[config.mk]
export PLATFORM = sky130hd
export DESIGN_NAME = serial_command_checksum_handshake
export DESIGN_NICKNAME = d
export VERILOG_FILES = /design/src/hw/rtl/scch_pkg.sv /design/src/hw/rtl/scch_front.sv /design/src/hw/rtl/scch_queue.sv /design/src/hw/rtl/scch_back.sv /design/src/hw/rtl/serial_command_checksum_handshake.sv
export VERILOG_INCLUDE_DIRS = /design/src /design/src/hw/rtl
export SDC_FILE = /design/constraint.sdc
export NUM_CORES = 1
export LEC_CHECK = 0
export ABC_AREA = 1
export ABC_CLOCK_PERIOD_IN_PS = 5300
export BUFFER_PORTS_ARGS = -buffer_cell sky130_fd_sc_hd__buf_2
export CAP_MARGIN = 20
export CELL_PAD_IN_SITES_DETAIL_PLACEMENT = 1
export CELL_PAD_IN_SITES_GLOBAL_PLACEMENT = 1
export CORE_AREA = 2 2 129 131
export CTS_CLUSTER_DIAMETER = 50
export CTS_CLUSTER_SIZE = 24
export DETAILED_ROUTE_END_ITERATION = 8
export DIE_AREA = 0 0 131 133
export GPL_ROUTABILITY_DRIVEN = 1
export MAX_ROUTING_LAYER = met4
export PLACE_DENSITY = 0.72
export SYNTH_ARGS = -nofsm -noshare
export SYNTH_HDL_FRONTEND = slang
export SYNTH_SLANG_ARGS = --single-unit
export TNS_END_PERCENT = 5
[constraint.sdc]
create_clock -name clk -period 5.3 [get_ports clk]
set_input_delay 1.06 -clock clk [delete_from_list [all_inputs] [get_ports clk]]
set_output_delay 1.06 -clock clk [all_outputs]
set_load 0.02 [all_outputs]
[src/hw/rtl/serial_command_checksum_handshake_assert.svh]
// Assertion macros for the serial command checksum handshake block.
// Included by the RTL files that carry concurrent checks; no other dependencies.
`ifndef SERIAL_COMMAND_CHECKSUM_HANDSHAKE_ASSERT_SVH
`define SERIAL_COMMAND_CHECKSUM_HANDSHAKE_ASSERT_SVH

`ifndef SYNTHESIS

// Check a property on every rising clock edge outside reset.
`define SCCH_ASSERT(label, clk, rst_n, prop) \
	label: assert property (@(posedge clk) disable iff (!rst_n) (prop)) \
		else $error("scch assertion failed");

// Check that a condition never holds outside reset.
`define SCCH_NEVER(label, clk, rst_n, expr) \
	label: assert property (@(posedge clk) disable iff (!rst_n) !(expr)) \
		else $error("scch forbidden condition seen");

`else

`define SCCH_ASSERT(label, clk, rst_n, prop)
`define SCCH_NEVER(label, clk, rst_n, expr)

`endif

`endif

[src/hw/rtl/scch_pkg.sv]
// Shared types and codes for the serial command checksum handshake block.
// No dependencies; used by every RTL file of the block.
package scch_pkg;

	localparam int unsigned QueueDepth = 4;

	localparam logic [1:0] FUNC_START   = 2'd0;
	localparam logic [1:0] FUNC_RX      = 2'd1;
	localparam logic [1:0] FUNC_TIMEOUT = 2'd2;

	localparam logic [2:0] ST_PENDING = 3'd0;
	localparam logic [2:0] ST_SUCCESS = 3'd1;
	localparam logic [2:0] ST_RETRY   = 3'd2;
	localparam logic [2:0] ST_BAD     = 3'd3;
	localparam logic [2:0] ST_TIMEOUT = 3'd4;
	localparam logic [2:0] ST_IGNORED = 3'd5;

	localparam logic [7:0] ACK_REPLY = 8'h55;
	localparam logic [7:0] ACK_CMD   = 8'h00;
	localparam logic [7:0] TRY_MAX   = 8'hff;

	typedef struct packed {
		logic [1:0] func;
		logic [7:0] header_byte;
		logic [7:0] code_byte;
		logic [7:0] rx_byte;
	} in_item_t;

	typedef struct packed {
		logic       tx_valid;
		logic [7:0] tx_byte;
		logic [2:0] status;
		logic       last;
	} out_item_t;

	// One classified item: either a single result or a two-byte command send.
	typedef struct packed {
		logic       dual;
		logic       tx_valid;
		logic [7:0] byte0;
		logic [7:0] byte1;
		logic [2:0] status;
	} job_t;

	typedef struct packed {
		logic full;
		logic empty;
	} queue_stat_t;

endpackage

[src/hw/rtl/scch_front.sv]
// Front end: accepts items, runs the handshake state and classifies each item into a job.
// Depends on scch_pkg.
module scch_front (
	input  logic                clk,
	input  logic                arst_n,
	input  logic                cfg_we,
	input  logic [7:0]          cfg_wdata,
	input  logic                accept,
	input  scch_pkg::in_item_t  item,
	output scch_pkg::job_t      job
);

	localparam logic [1:0] PH_IDLE = 2'd0;
	localparam logic [1:0] PH_SUM  = 2'd1;
	localparam logic [1:0] PH_ACK  = 2'd2;

	logic [1:0] phase_q, phase_d;
	logic [7:0] held0_q, held1_q;
	logic [7:0] sum_q;
	logic [7:0] try_q, try_d, try_inc;
	logic [7:0] max_retries_q;
	logic       load_cmd;

	assign try_inc = (try_q == scch_pkg::TRY_MAX) ? try_q : try_q + 8'd1;

	always_comb begin
		job      = '0;
		phase_d  = phase_q;
		try_d    = try_q;
		load_cmd = 1'b0;
		priority if (item.func == scch_pkg::FUNC_START && phase_q != PH_SUM
				&& phase_q != PH_ACK) begin
			load_cmd     = 1'b1;
			job.dual     = 1'b1;
			job.tx_valid = 1'b1;
			job.byte0    = item.header_byte;
			job.byte1    = item.code_byte;
			job.status   = scch_pkg::ST_PENDING;
			phase_d      = PH_SUM;
			try_d        = '0;
		end else if (phase_q == PH_SUM && (item.func == scch_pkg::FUNC_RX
				|| item.func == scch_pkg::FUNC_TIMEOUT)) begin
			if (item.func == scch_pkg::FUNC_RX && item.rx_byte == sum_q) begin
				job.tx_valid = 1'b1;
				job.byte0    = scch_pkg::ACK_CMD;
				job.status   = scch_pkg::ST_PENDING;
				phase_d      = PH_ACK;
			end else begin
				try_d = try_inc;
				if (try_inc < max_retries_q) begin
					// resend the held command
					job.dual     = 1'b1;
					job.tx_valid = 1'b1;
					job.byte0    = held0_q;
					job.byte1    = held1_q;
					job.status   = scch_pkg::ST_PENDING;
				end else begin
					job.status = scch_pkg::ST_RETRY;
					phase_d    = PH_IDLE;
				end
			end
		end else if (phase_q == PH_ACK && (item.func == scch_pkg::FUNC_RX
				|| item.func == scch_pkg::FUNC_TIMEOUT)) begin
			phase_d = PH_IDLE;
			if (item.func == scch_pkg::FUNC_TIMEOUT) begin
				job.status = scch_pkg::ST_TIMEOUT;
			end else if (item.rx_byte == scch_pkg::ACK_REPLY) begin
				job.status = scch_pkg::ST_SUCCESS;
			end else begin
				job.status = scch_pkg::ST_BAD;
			end
		end else begin
			job.status = scch_pkg::ST_IGNORED;
		end
	end

	always_ff @(posedge clk or negedge arst_n) begin
		if (!arst_n) begin
			phase_q       <= PH_IDLE;
			sum_q         <= '0;
			try_q         <= '0;
			max_retries_q <= 8'd5;
		end else begin
			if (cfg_we) begin
				max_retries_q <= cfg_wdata;
			end
			if (accept) begin
				phase_q <= phase_d;
				try_q   <= try_d;
				if (load_cmd) begin
					sum_q <= item.header_byte + item.code_byte;
				end
			end
		end
	end

	// Command bytes are only read after a start has written them.
	always_ff @(posedge clk) begin
		if (accept && load_cmd) begin
			held0_q <= item.header_byte;
			held1_q <= item.code_byte;
		end
	end

endmodule

[src/hw/rtl/scch_queue.sv]
// Short job queue between front and back end.
// Depends on scch_pkg and the assertion header.
`include "serial_command_checksum_handshake_assert.svh"

module scch_queue #(
	parameter int unsigned DEPTH = scch_pkg::QueueDepth
) (
	input  logic                  clk,
	input  logic                  arst_n,
	input  logic                  push,
	input  scch_pkg::job_t        push_data,
	input  logic                  pop,
	output scch_pkg::job_t        pop_data,
	output scch_pkg::queue_stat_t stat
);

	localparam int unsigned PtrW = (DEPTH > 1) ? $clog2(DEPTH) : 1;
	localparam int unsigned CntW = $clog2(DEPTH + 1);
	localparam logic [PtrW-1:0] PtrLast = PtrW'(DEPTH - 1);
	localparam logic [CntW-1:0] CntFull = CntW'(DEPTH);

	scch_pkg::job_t   entries_q [DEPTH];
	logic [PtrW-1:0]  wr_ptr_q, rd_ptr_q;
	logic [CntW-1:0]  count_q;
	logic             push_ok, pop_ok;

	assign stat.full  = (count_q == CntFull);
	assign stat.empty = (count_q == '0);
	assign push_ok    = push && !stat.full;
	assign pop_ok     = pop && !stat.empty;
	assign pop_data   = entries_q[rd_ptr_q];

	always_ff @(posedge clk or negedge arst_n) begin
		if (!arst_n) begin
			wr_ptr_q <= '0;
			rd_ptr_q <= '0;
			count_q  <= '0;
		end else begin
			if (push_ok) begin
				wr_ptr_q <= (wr_ptr_q == PtrLast) ? '0 : wr_ptr_q + PtrW'(1);
			end
			if (pop_ok) begin
				rd_ptr_q <= (rd_ptr_q == PtrLast) ? '0 : rd_ptr_q + PtrW'(1);
			end
			unique case ({push_ok, pop_ok})
				2'b10:   count_q <= count_q + CntW'(1);
				2'b01:   count_q <= count_q - CntW'(1);
				default: count_q <= count_q;
			endcase
		end
	end

	always_ff @(posedge clk) begin
		if (push_ok) begin
			entries_q[wr_ptr_q] <= push_data;
		end
	end

	`SCCH_ASSERT(a_count_up, clk, arst_n, (push_ok && !pop_ok) |=> count_q == $past(count_q) + CntW'(1))
	`SCCH_NEVER(a_count_range, clk, arst_n, count_q > CntFull)

endmodule

[src/hw/rtl/scch_back.sv]
// Back end: pops jobs and plays them out as one or two results through an output register.
// Depends on scch_pkg and the assertion header.
`include "serial_command_checksum_handshake_assert.svh"

module scch_back (
	input  logic                  clk,
	input  logic                  arst_n,
	input  scch_pkg::job_t        job,
	input  scch_pkg::queue_stat_t qstat,
	output logic                  pop,
	output logic                  out_valid,
	input  logic                  out_stall,
	output scch_pkg::out_item_t   out_data
);

	logic                out_valid_q;
	scch_pkg::out_item_t out_q;
	logic                second_q;
	logic [7:0]          second_byte_q;
	logic                load;

	assign load      = !out_valid_q || !out_stall;
	assign pop       = load && !second_q && !qstat.empty;
	assign out_valid = out_valid_q;
	assign out_data  = out_q;

	always_ff @(posedge clk or negedge arst_n) begin
		if (!arst_n) begin
			out_valid_q <= 1'b0;
			second_q    <= 1'b0;
		end else if (load) begin
			priority if (second_q) begin
				out_valid_q <= 1'b1;
				second_q    <= 1'b0;
			end else if (!qstat.empty) begin
				out_valid_q <= 1'b1;
				second_q    <= job.dual;
			end else begin
				out_valid_q <= 1'b0;
			end
		end
	end

	always_ff @(posedge clk) begin
		if (load) begin
			priority if (second_q) begin
				out_q.tx_valid <= 1'b1;
				out_q.tx_byte  <= second_byte_q;
				out_q.status   <= scch_pkg::ST_PENDING;
				out_q.last     <= 1'b1;
			end else if (!qstat.empty) begin
				out_q.tx_valid <= job.tx_valid;
				out_q.tx_byte  <= job.byte0;
				out_q.status   <= job.status;
				out_q.last     <= !job.dual;
				second_byte_q  <= job.byte1;
			end else begin
				out_q <= out_q;
			end
		end
	end

	`SCCH_ASSERT(a_second_after_first, clk, arst_n, second_q |-> (out_valid_q && !out_q.last))
	`SCCH_ASSERT(a_first_is_send, clk, arst_n, second_q |-> (out_q.tx_valid && out_q.status == scch_pkg::ST_PENDING))

endmodule

[src/hw/rtl/serial_command_checksum_handshake.sv]
// Path: each accepted item is written into the job queue, and its results leave through the output register.
// Throughput: one item per cycle while the job queue (QUEUE_DEPTH entries) has room;
// the output register emits one result a cycle while out_stall is low, and a start or resend
// yields two results and every other item one, which sets the sustained rate.
// Reset (arst_n, async, low): phase idle, sum and try count zero, max_retries 5,
// queue and output empty; the held command bytes stay undefined until a start.
module serial_command_checksum_handshake #(
	parameter int unsigned QUEUE_DEPTH = scch_pkg::QueueDepth
) (
	input  logic                clk,
	input  logic                arst_n,
	// configuration: max_retries
	input  logic                cfg_we,
	input  logic [7:0]          cfg_wdata,
	// input channel
	input  logic                in_valid,
	output logic                in_stall,
	input  scch_pkg::in_item_t  in_data,
	// result channel
	output logic                out_valid,
	input  logic                out_stall,
	output scch_pkg::out_item_t out_data
);

	scch_pkg::job_t        job_in, job_out;
	scch_pkg::queue_stat_t qstat;
	logic                  in_accept;
	logic                  pop;

	// Hold the input off only when the queue is full; a waiting result
	// in the output register does not block the front.
	assign in_stall  = qstat.full;
	assign in_accept = in_valid && !in_stall;

	// Front: classify each transfer and advance the handshake state.
	scch_front u_front (
		.clk       (clk),
		.arst_n    (arst_n),
		.cfg_we    (cfg_we),
		.cfg_wdata (cfg_wdata),
		.accept    (in_accept),
		.item      (in_data),
		.job       (job_in)
	);

	// Queue: decouple classification from result playback.
	scch_queue #(
		.DEPTH (QUEUE_DEPTH)
	) u_queue (
		.clk       (clk),
		.arst_n    (arst_n),
		.push      (in_accept),
		.push_data (job_in),
		.pop       (pop),
		.pop_data  (job_out),
		.stat      (qstat)
	);

	// Back: play out each job as one or two results.
	scch_back u_back (
		.clk       (clk),
		.arst_n    (arst_n),
		.job       (job_out),
		.qstat     (qstat),
		.pop       (pop),
		.out_valid (out_valid),
		.out_stall (out_stall),
		.out_data  (out_data)
	);

endmodule
==> impl_metrics.yaml <==
outcome:
  status: "complete, no violations"
placed_design:
  place_congestion: 0.813
  io_buffers: 53
  place_ws_ns: 1.99
  hpwl_mm: 11.7
routing:
  drt_pass1_iterations: 4
  post-route-drc-count: 0
  ant_nets: 0
  via_per_inst: 5.29
  wl_mm: 17.4
  drt_iter0_markers: 386
  wl_per_cell_um: 18.4
  vias: 5001
logic_synthesis:
  synth_seq_cells: 156
  synth.avg_cell_area_um2: 10.8
  synth_largest_area_cell: "edfxtp_1"
  syn_nets: 719
  yosysSeqAreaShare_pct: 64.1
  netlist_instances: 654
  ys_warn_count: 0
  synth_edf_count: 121
  synth.distinct_cells: 37
  synth_ff_type: "edfxtp_1"
  syn_area_mm2: 0.00704
  synth.top_cells.by_area: "edfxtp_1 (52%), dfrtp_1 (12%), o21ai_0 (5.8%)"
  synthArstFlopShare_pct: 22.4
  yosysTopAreaCellShare_pct: 51.6
sta:
  min_period_over_period_pct: 65.5
  relSlewSlack_pct: 32.7
  final.min_clock_period_ns: 3.47
  rsz0062_at_grt: "no"
  hold_viol: 0
  skew_ns: 0.00967
  finalSetupTns_ns: 0
  tightest_slew_ns: 1.01
  hold_slack_ns: 0.474
  slew_violations: 0
  worst_slack_ns: 1.83
  fmax_mhz: 288
  final-setup-viol-count: 0
grt:
  grt_use_total_pct: 22.6
  grt_pass1_vias: 5420
  grt_pass1_wl_mm: 28.6
  antenna_found_initial: 0
  grt_max_degree: 46
  grt_overflow_total: 0
power_and_ir_drop:
  irDropWorstVdd_mv: 0.295
  p_leak_nw: 3.36
  power_density_mw_per_mm2: 560
  p_total_w: 0.00458
finish:
  seq_area_mm2: 0.00451
  n_antenna_cell: 0
  utilization_pct: 50.6
  multiInputGateArea_mm2: 0.00216
  fillers: 1743
  area_growth_pct: 16.2
  layout_common_cells: "edfxtp_1 (121), nor2_1 (100), nand2_1 (89)"
  nets: 779
  final_common_cell: "edfxtp_1"
  final_layout_size_suffix_gt1_share_pct: 16.1
worst_setup_path:
  cp_num_buf_inv: 2
  worst_setup_path_end_kind: "flop"
  critPathTopFamily: "simple AND/OR/NAND/NOR gates"
  worstPathRequired_ns: 5.45
  crit_path_cell_trace: "ha_1 -> nand2_2 -> nor2_2 -> nand2_2 -> inv_1 -> nor3_1 -> inv_1 -> ha_1 -> nand2_1 -> nor2_1 -> a211oi_1 -> nand3_4 -> o21ai_0"
  crit_type: "reg -> reg"
  critPathLaunchType: "flop"
  cp.arrival_ns: 3.62
  cp_max_fo: 19
  cp_slowest_stage_delay_ns: 0.59
  crit_path_top_delay_cell: "o21ai_0"
clock_tree:
  cts_buffer_depth: 2
  clk_pin_slew_ns: 0.07
  cts_buffers: 17
  cts.sinks: 156
  post_cts_buffers: 0
  holdBufCountCts: 0
  worstSkewPairLatency_ns: 0.43
  cts_root_buf: "clkbuf_16"
  ctsResizeCount: 0
  cts_tree: "yes"
  cts_max_level: 4
floorplan:
  die_height_um: 133
  core_mm2: 0.0162
  initial_core_util_pct: 43.5
  ios: 54
  dieArea_mm2: 0.0174
  rows: 47
  die_x_um: 131
worst_hold_path:
  hold_path.class: "reg -> reg"
run:
  maxCapViolCount: 0
-- path summary, 6_finish.rpt --
check                                                from                                end  slack, ns  depth (start not counted)
max                          u_front.try_q[0]$_DFFE_PN0P_  u_queue.entries_q[1][7]$_DFFE_PP_       1.83                         13
max in group asynchronous                          arst_n     u_front.phase_q[0]$_DFFE_PN0P_       4.00                          1
min                        u_queue.count_q[0]$_DFFE_PN0P_     u_queue.count_q[0]$_DFFE_PN0P_       0.47                          1
min in group asynchronous                          arst_n     u_queue.count_q[1]$_DFFE_PN0P_       0.73                          1
min reg2reg                u_queue.count_q[0]$_DFFE_PN0P_     u_queue.count_q[0]$_DFFE_PN0P_       0.47                          1
max reg2reg                  u_front.try_q[0]$_DFFE_PN0P_  u_queue.entries_q[1][7]$_DFFE_PP_       1.83                         13
-- cell families after synthesis --
family / synth area share (%)
compound gates: 10.5
xor+xnor: 1.24
fa+ha+maj: 4.84
buf+inv: 5.25
flops: 64.1
mux: 0.160
simple gates: 13.9
-- cells in the mapped netlist, types with 2 or more instances --
library cell  instances
nand3_1              18
a21oi_1              17
o21ai_2               7
nor3_1                4
o211ai_1              3
xor2_1                4
o22ai_1              12
a31oi_1               8
nor2_1              100
clkbuf_1             16
nand4_1               4
or2_2                 4
fa_1                  2
dfrtp_1              33
edfxtp_1            121
nor2_2                3
nand2_2               4
dfstp_2               2
nand2_1              89
inv_1                76
o21ai_0              82
xnor2_1               6
o22ai_2               2
ha_1                 24
-- state kept, by name (all words and copies together), names as in the netlist, 2 cells and up --
signal	flops
u_front.held1_q	8
u_front.phase_q	2
u_queue.rd_ptr_q	2
u_front.max_retries_q	8
u_front.try_q	8
u_front.held0_q	8
u_back.out_data	13
u_back.second_byte_q	8
u_queue.wr_ptr_q	2
u_queue.count_q	3
u_queue.entries_q	84
u_front.sum_q	8
-- power breakdown --
part / leakage, nW / internal (W) / switching (W) / total, W
clock: 0.297 / 0.000750 / 0.000525 / 0.00127
sequential: 1.56 / 0.00177 / 0.000162 / 0.00193
combinational: 1.50 / 0.000425 / 0.000949 / 0.00137
-- area by class of cell --
type,instances,share of cell area [%]
Clock buffer,17,5.20
Sequential cell,156,55.2
Tap cell,220,3.37
Clock inverter,14,2.25
Inverter,77,3.53
Timing Repair Buffer,60,4.13
Multi-Input combinational cell,402,26.4
-- metrics by stage --
stage / instance area [µm²] / instances
6_report: 8180 / 946
5_1_grt: 8180 / 946
4_1_cts: 8180 / 946
3_5_place_dp: 7570 / 915
3_3_place_gp: 7540 / 914
2_1_floorplan: 7040 / 654
-- per-layer routing --
layer | part of all wire [%] | GRT usage (%)
met1 | 43 | 28.6
met2 | 51 | 36.7
met3 | 4.4 | 3.68
met4 | 2.0 | 7.74
met5 | 0 | -
-- worst reg2reg max path: cells and delay by family, from the launching register on --
kind / cells / cell delay, ns
and+or+nand+nor: 7 / 1.11
AOI/OAI and AO/OA: 2 / 0.99
adders and majority gates: 2 / 0.54
DFF: 1 / 0.41
buffers and inverters: 2 / 0.16
(Power assumes the default switching activity.)
